<file path="src/hdl/urba_pkg.sv">
`default_nettype none
// ----------------------------------------------------------------------------
// urba_pkg
// shared constants, register indexes and the band lookup for the range band
// announcer
// ----------------------------------------------------------------------------
package urba_pkg;

  localparam int COUNT_W     = 16;
  localparam int DIST_W      = 16;
  localparam int THRESH_W    = 10;
  localparam int SETTLE_W    = 4;
  localparam int SCALE_W     = 16;
  localparam int BAND_W      = 4;
  localparam int CFG_INDEX_W = 2;
  localparam int CFG_DATA_W  = 16;
  localparam int OUT_DATA_W  = 24;

  localparam int BAND_COUNT = 11;
  localparam int BAND_START = 25;
  localparam int BAND_WIDTH = 50;
  localparam int BAND_END   = BAND_START + BAND_COUNT * BAND_WIDTH;

  localparam logic [THRESH_W-1:0] THRESH_RESET = THRESH_W'(50);
  localparam logic [SETTLE_W-1:0] SETTLE_RESET = SETTLE_W'(2);
  localparam logic [SCALE_W-1:0]  SCALE_RESET  = SCALE_W'(1209);
  localparam logic [SETTLE_W-1:0] COUNTER_MAX  = {SETTLE_W{1'b1}};

  localparam logic [CFG_INDEX_W-1:0] REG_CHANGE_THRESHOLD = CFG_INDEX_W'(0);
  localparam logic [CFG_INDEX_W-1:0] REG_SETTLE_COUNT     = CFG_INDEX_W'(1);
  localparam logic [CFG_INDEX_W-1:0] REG_SCALE_FACTOR     = CFG_INDEX_W'(2);

  // band 1..BAND_COUNT covers 50 cm steps from 25 cm, 0 when outside;
  // counts how many band lower edges the distance has passed
  function automatic logic [BAND_W-1:0] band_of(input logic [DIST_W-1:0] dist_cm);
    logic [BAND_W-1:0] band;
    int                k;
    band = '0;
    for (k = 0; k < BAND_COUNT; k++) begin
      if (dist_cm >= DIST_W'(BAND_START + k * BAND_WIDTH)) begin
        band = band + BAND_W'(1);
      end
    end
    if (dist_cm >= DIST_W'(BAND_END)) begin
      band = '0;
    end
    return band;
  endfunction

endpackage
`default_nettype wire

</file>
<file path="src/hdl/urba_scale.sv">
`default_nettype none
// ----------------------------------------------------------------------------
// urba_scale
// capture count to centimetre scaling, one registered multiply
// ----------------------------------------------------------------------------
module urba_scale
  import urba_pkg::*;
(
  input  wire logic                clk,
  input  wire logic                load,
  input  wire logic [COUNT_W-1:0]  capture_count,
  input  wire logic [SCALE_W-1:0]  scale_factor,
  output logic      [DIST_W-1:0]   distance_cm
);

  logic [COUNT_W+SCALE_W-1:0] product;

  // unsigned q0.16 scale, keep the integer part
  assign product = COUNT_W'(capture_count) * SCALE_W'(scale_factor);

  always_ff @(posedge clk) begin
    if (load) begin
      distance_cm <= product[COUNT_W+SCALE_W-1 -: DIST_W];
    end
  end

endmodule
`default_nettype wire

</file>
<file path="src/hdl/ultrasonic_range_band_announcer.sv">
`default_nettype none
// ----------------------------------------------------------------------------
// ultrasonic_range_band_announcer
// scales echo captures to cm, tracks a held distance with settling, and
// flags a new 50 cm band once the reading has settled
// ----------------------------------------------------------------------------
// an accepted request moves from the multiply stage to the result register
// throughput: one request per cycle; the multiply stage and the tracking
//   stage each hold one request, stalls ripple back through tready
// reset: rst (synchronous, high) empties both stages, returns the registers
//   to threshold 50 cm, settle count 2, scale 1209, and clears the tracker
// ----------------------------------------------------------------------------
module ultrasonic_range_band_announcer
  import urba_pkg::*;
(
  input  wire logic                    clk,
  input  wire logic                    rst,
  // capture input
  input  wire logic                    s_tvalid,
  output logic                         s_tready,
  input  wire logic [COUNT_W-1:0]      s_tdata,    // [15:0] capture_count
  // result output
  output logic                         m_tvalid,
  input  wire logic                    m_tready,
  output logic      [OUT_DATA_W-1:0]   m_tdata,    // [15:0] distance_cm,
                                                   // [16] announce,
                                                   // [20:17] band, [23:21] zero
  // register writes
  input  wire logic                    cfg_valid,
  output logic                         cfg_ready,
  input  wire logic [CFG_INDEX_W-1:0]  cfg_index,
  input  wire logic [CFG_DATA_W-1:0]   cfg_data
);

  // configuration registers
  logic [THRESH_W-1:0] change_threshold;
  logic [SETTLE_W-1:0] settle_count;
  logic [SCALE_W-1:0]  scale_factor;

  // pipeline control
  logic scale_valid;
  logic out_valid;
  logic out_advance;
  logic scale_advance;
  logic in_accept;
  logic track_load;

  // scaled distance from the multiply stage
  logic [DIST_W-1:0] scale_dist;

  // tracker state
  logic [DIST_W-1:0]   held_distance;
  logic                change_pending;
  logic [SETTLE_W-1:0] stable_counter;
  logic [BAND_W-1:0]   announced_band;

  logic [DIST_W-1:0]   held_distance_next;
  logic                change_pending_next;
  logic [SETTLE_W-1:0] stable_counter_next;
  logic [BAND_W-1:0]   announced_band_next;

  logic [DIST_W:0]     diff;
  logic                changed;
  logic                classify;
  logic [BAND_W-1:0]   band_next;
  logic                announce_next;

  // result register
  logic [DIST_W-1:0] out_distance;
  logic              out_announce;
  logic [BAND_W-1:0] out_band;

  assign cfg_ready = 1'b1;

  always_ff @(posedge clk) begin
    if (rst) begin
      change_threshold <= THRESH_RESET;
      settle_count     <= SETTLE_RESET;
      scale_factor     <= SCALE_RESET;
    end else if (cfg_valid && cfg_ready) begin
      case (cfg_index)
        REG_CHANGE_THRESHOLD: change_threshold <= cfg_data[THRESH_W-1:0];
        REG_SETTLE_COUNT:     settle_count     <= cfg_data[SETTLE_W-1:0];
        REG_SCALE_FACTOR:     scale_factor     <= cfg_data[SCALE_W-1:0];
        default:              ;  // unknown index, write dropped
      endcase
    end
  end

  // a stage moves when the one after it is empty or moving
  assign out_advance   = !out_valid || m_tready;
  assign scale_advance = !scale_valid || out_advance;
  assign s_tready      = scale_advance;
  assign in_accept     = s_tvalid && s_tready;
  assign track_load    = scale_valid && out_advance;

  urba_scale u_scale (
    .clk           (clk),
    .load          (in_accept),
    .capture_count (s_tdata),
    .scale_factor  (scale_factor),
    .distance_cm   (scale_dist)
  );

  always_ff @(posedge clk) begin
    if (rst) begin
      scale_valid <= 1'b0;
      out_valid   <= 1'b0;
    end else begin
      if (scale_advance) begin
        scale_valid <= s_tvalid;
      end
      if (out_advance) begin
        out_valid <= scale_valid;
      end
    end
  end

  // true absolute difference against the held distance
  assign diff    = (scale_dist > held_distance)
                   ? ({1'b0, scale_dist} - {1'b0, held_distance})
                   : ({1'b0, held_distance} - {1'b0, scale_dist});
  assign changed = diff > (DIST_W + 1)'(change_threshold);

  always_comb begin
    held_distance_next  = held_distance;
    change_pending_next = change_pending;
    stable_counter_next = stable_counter;
    announced_band_next = announced_band;
    band_next           = '0;
    announce_next       = 1'b0;
    classify            = 1'b0;

    if (changed) begin
      // new reading, restart settling
      held_distance_next  = scale_dist;
      change_pending_next = 1'b1;
      stable_counter_next = '0;
    end else if (stable_counter != COUNTER_MAX) begin
      stable_counter_next = stable_counter + SETTLE_W'(1);
    end

    // settled after a change: sort the held distance into its band
    classify = change_pending_next && (stable_counter_next >= settle_count);
    if (classify) begin
      band_next = band_of(held_distance_next);
      // out of range never announced, same band not repeated
      if (band_next != '0 && band_next != announced_band) begin
        announce_next       = 1'b1;
        announced_band_next = band_next;
      end
      change_pending_next = 1'b0;
      stable_counter_next = '0;
    end
  end

  always_ff @(posedge clk) begin
    if (rst) begin
      held_distance  <= '0;
      change_pending <= 1'b0;
      stable_counter <= '0;
      announced_band <= '0;
    end else if (track_load) begin
      held_distance  <= held_distance_next;
      change_pending <= change_pending_next;
      stable_counter <= stable_counter_next;
      announced_band <= announced_band_next;
    end
  end

  always_ff @(posedge clk) begin
    if (track_load) begin
      out_distance <= scale_dist;
      out_announce <= announce_next;
      out_band     <= band_next;
    end
  end

  assign m_tvalid = out_valid;
  assign m_tdata  = {(OUT_DATA_W - DIST_W - 1 - BAND_W)'(0), out_band, out_announce,
                     out_distance};

endmodule
`default_nettype wire

</file>
<file path="config.mk">
export PLATFORM = sky130hd
export DESIGN_NAME = ultrasonic_range_band_announcer
export DESIGN_NICKNAME = d
export VERILOG_FILES = /design/src/hdl/urba_pkg.sv /design/src/hdl/urba_scale.sv /design/src/hdl/ultrasonic_range_band_announcer.sv
export SDC_FILE = /design/constraint.sdc
export NUM_CORES = 1
export LEC_CHECK = 0
export BUFFER_PORTS_ARGS = -buffer_cell sky130_fd_sc_hd__buf_2
export CORE_MARGIN = 2
export CORE_UTILIZATION = 39
export DETAILED_ROUTE_END_ITERATION = 10
export PLACE_DENSITY = 0.55
export SYNTH_ARGS = -nofsm -noshare
export SYNTH_HDL_FRONTEND = slang
export SYNTH_SLANG_ARGS = --single-unit
export TNS_END_PERCENT = 20
</file>
<file path="constraint.sdc">
create_clock -name clk -period 14.49 [get_ports clk]
set_input_delay 0 -clock clk [delete_from_list [all_inputs] [get_ports clk]]
set_output_delay 0 -clock clk [all_outputs]
set_load 0.005 [all_outputs]
</file>
==> results.cfg <==
[cts]
cts_buffers = 9
cts.clk_slew.worst_paths_ns = 0.07
ctsHtreeMaxLevel = 3
worstSkewPairLatency_ns = 0.36
cts_sinks = 94
tritoncts = built
cts_resized = 0
ctsHoldBuffers = 19
clock_path_buffers = 2
cts_setup_buffers = 0
clk_root_buffer_cell = clkbuf_16

[yosys]
synth_warnings = 0
synth_edf_count = 37
netlist_area_um2 = 15300
synth_seq_cells = 94
synth_cell_types = 82
synthArstFlopShare_pct = 0
synthFlopType = dfxtp_1
ys_seq_area_share_pct = 14.8
syn-mean-instance-area_um2 = 8.42
netlist_instances = 1812

[die]
die_h_um = 202
fp.dieW_um = 202
core-area_um2 = 38600
dieArea_um2 = 40700
rows = 72
start_util_pct = 39.5
num_io_pins = 66

[placement]
hpwl_mm = 33.5
routabilityCongestion = 0.922
post-place-cells = 2317
portBuffers = 61
dp_slack_ns = 1.89
place_area_um2 = 15900

[global_route]
grt_max_degree = 61
grt_pass1_wl_mm = 69.1
grt_util_all_layers_pct = 21.5
grt_pass1_vias = 12800
grt-ovfl-total = 0
antenna_found_initial = 0

[detailed_routing]
drt-initial-drc-count = 613
ant_nets = 0
routed-via-count = 12100
wl_per_cell_um = 17.9
drc = 0
wl_mm = 42.0
firstDrtPassIters = 5
viasPerCell = 5.16

[timing]
skew_ns = 0.00906
hold_viol = 0
setup-violations-final = 0
slew_headroom_pct = 17.6
period_minus_slack_ns = 12.75
max_clock_freq_ghz = 0.0784
timing.final.ws_setup_ns = 1.74
worstMarginPinSlew_ns = 1.21
tns_ns = 0
drv_slew = 0
rsz0062_at_grt = no
fin_crit_sh_pct = 88.0

[critical_path]
path_max_fanout = 22
r2r_slack_ns = 1.74
crit_slowest_cell = edfxtp_1
worst_ep_arrival_time_ns = 12.99
r2r-end = announced_band[0]
crit_path_start = u_scale.distance_cm[7]
r2r-start = u_scale.distance_cm[7]
critPathBufInv = 5
reg2regPathDepth = 53
worst-path-stages = 53
crit_path_start_kind = flip-flop
critPathTopFamily = compound AO/OA/AOI/OAI gates
crit_end = announced_band[0]
cp-end-kind = flip-flop
path_class = flip-flop to flip-flop
path_common_cell = ha_1
max_stage_delay_ns = 0.59
cp.required_ns = 14.73

[power_and_ir_drop]
p_per_area_nw_per_um2 = 154
p_leak_uw = 0.00790
peakVddDrop_mv = 0.164

[final_layout]
final_nets = 2221
area_delta_synth_final_pct = 7.72
final_cells = 2352
post-route-util_pct = 42.5
drive_above_1_share_pct = 6.54
fin_area_um2 = 16400
n_antenna_cell = 0

[job]
cap_violations = 0

[worst_hold_path]
hp-class = input port to flip-flop

[run_status]
status = complete, no violations
## how the worst min path moves through the flow
stage / startpoint / end / slack [ns] / cells past startpoint
2_1_floorplan: s_tvalid / scale_valid / 0.12 / 2
3_3_place_gp: s_tvalid / scale_valid / 0.22 / 3
3_5_place_dp: cfg_data[10] / scale_factor[10] / 0.24 / 3
4_1_cts: cfg_index[1] / change_threshold[9] / 0.12 / 5
5_1_grt: cfg_index[1] / change_threshold[9] / 0.16 / 5
6_report: cfg_index[0] / change_threshold[9] / 0.14 / 5
## worst register-to-register path, delay by kind of cell (launching register included)
kind                       cells  cell delay, ns
AOI/OAI and AO/OA             20            4.37
xor gates and xnor gates       5            1.09
adders and majority gates      7            2.55
buffers and inverters          5            0.66
DFF                            1            0.59
muxes                          4            1.11
and+or+nand+nor               12            2.23
## state kept, by name, summed over array words and instances (netlist names)
| register | count |
|---|---|
| announced_band | 4 |
| m_tvalid | 1 |
| out_distance | 16 |
| u_scale.distance_cm | 16 |
| out_announce | 1 |
| scale_factor | 16 |
| stable_counter | 4 |
| change_threshold | 10 |
| held_distance | 16 |
| scale_valid | 1 |
| settle_count | 4 |
| out_band | 4 |
| change_pending | 1 |
## cells by family (layout without fill, tap and decap cells)
group                    Yosys count  count (layout)  synth area share, %
XOR/XNOR                          50              50                 3.22
flip-flops                        94              94                 14.8
buffers and inverters            360             380                 9.13
adder cells (fa/ha/maj)          353             353                 38.6
multiplexers                      40              40                 2.92
other                              2               4               0.0492
AND/OR/NAND/NOR                  659             659                 20.4
AO/OA/AOI/OAI                    254             254                 10.9
## layout make-up
cell class | count | area, µm²
Clock inverter | 7 | 95.1
Clock buffer | 9 | 225
Sequential cell | 94 | 2250
Tap cell | 518 | 648
Timing Repair Buffer | 88 | 556
Multi-Input combinational cell | 1360 | 11600
Fill cell | 3938 | 22200
Inverter | 276 | 1040
## per-layer routing
metal  global-route usage [%]  routed length, µm  vias up
met5                        0                  0        -
met4                     5.62                843        0
met3                     1.98               1430       42
met2                     37.8              20600      225
met1                     28.4              19200     6001
li1                         -                  -     5871
## report_power, final
part,leakage [µW],internal (µW),switching (µW)
clock network,0.000156,152,112
logic,0.00692,784,1060
registers,0.000825,354,65.8
## layout by cell type, fill, tap and decap left out, drive strengths merged, types with 4 or more instances in the layout
cell type,instances
nand2,329
inv,277
fa,195
ha,158
and2,101
a21oi,89
nor2,78
buf,69
dfxtp,57
o21ai,49
edfxtp,37
nand3,30
xnor2,27
mux2i,27
a21o,25
xor2,22
dlygate4sd3,19
nor2b,18
nand4,18
nand2b,17
and3,15
nor3,13
mux2,13
nand3b,12
o211ai,11
a31oi,11
a211o,9
o21a,9
clkbuf,9
a211oi,6
o31ai,5
nor3b,5
nor4,4
a221o,4
or3,4
conb,4
a221oi,4
a32oi,4
a2111oi,4
## cell usage after synthesis, types with 5 or more instances
master	n	area share (%)
a211o_1	9	0.52
a211oi_1	6	0.30
a21o_1	25	1.2
a21oi_1	89	2.9
a31oi_1	10	0.41
and2_1	100	4.1
and3_1	15	0.62
buf_2	12	0.39
buf_4	7	0.34
clkbuf_1	62	1.5
dfxtp_1	57	7.5
edfxtp_1	37	7.3
fa_1	195	26
ha_1	158	13
inv_1	274	6.7
mux2_2	10	0.74
mux2i_1	25	1.6
nand2_1	329	8.1
nand2b_1	17	0.70
nand3_1	30	0.98
nand3b_1	12	0.59
nand4_1	18	0.74
nor2_1	78	1.9
nor2b_1	18	0.74
nor3_1	12	0.39
o211ai_1	11	0.54
o21a_1	9	0.44
o21ai_0	44	1.4
o21ai_1	5	0.16
o31ai_1	5	0.25
xnor2_1	26	1.5
xor2_1	21	1.2
## metrics by stage
stage,power [µW],hold slack [ns]
2_1_floorplan,1810,0.117
3_3_place_gp,2260,0.217
3_5_place_dp,2280,0.238
4_1_cts,2570,0.123
5_1_grt,2840,0.159
6_report,2530,0.143
Power figures use the tool's default switching activity.
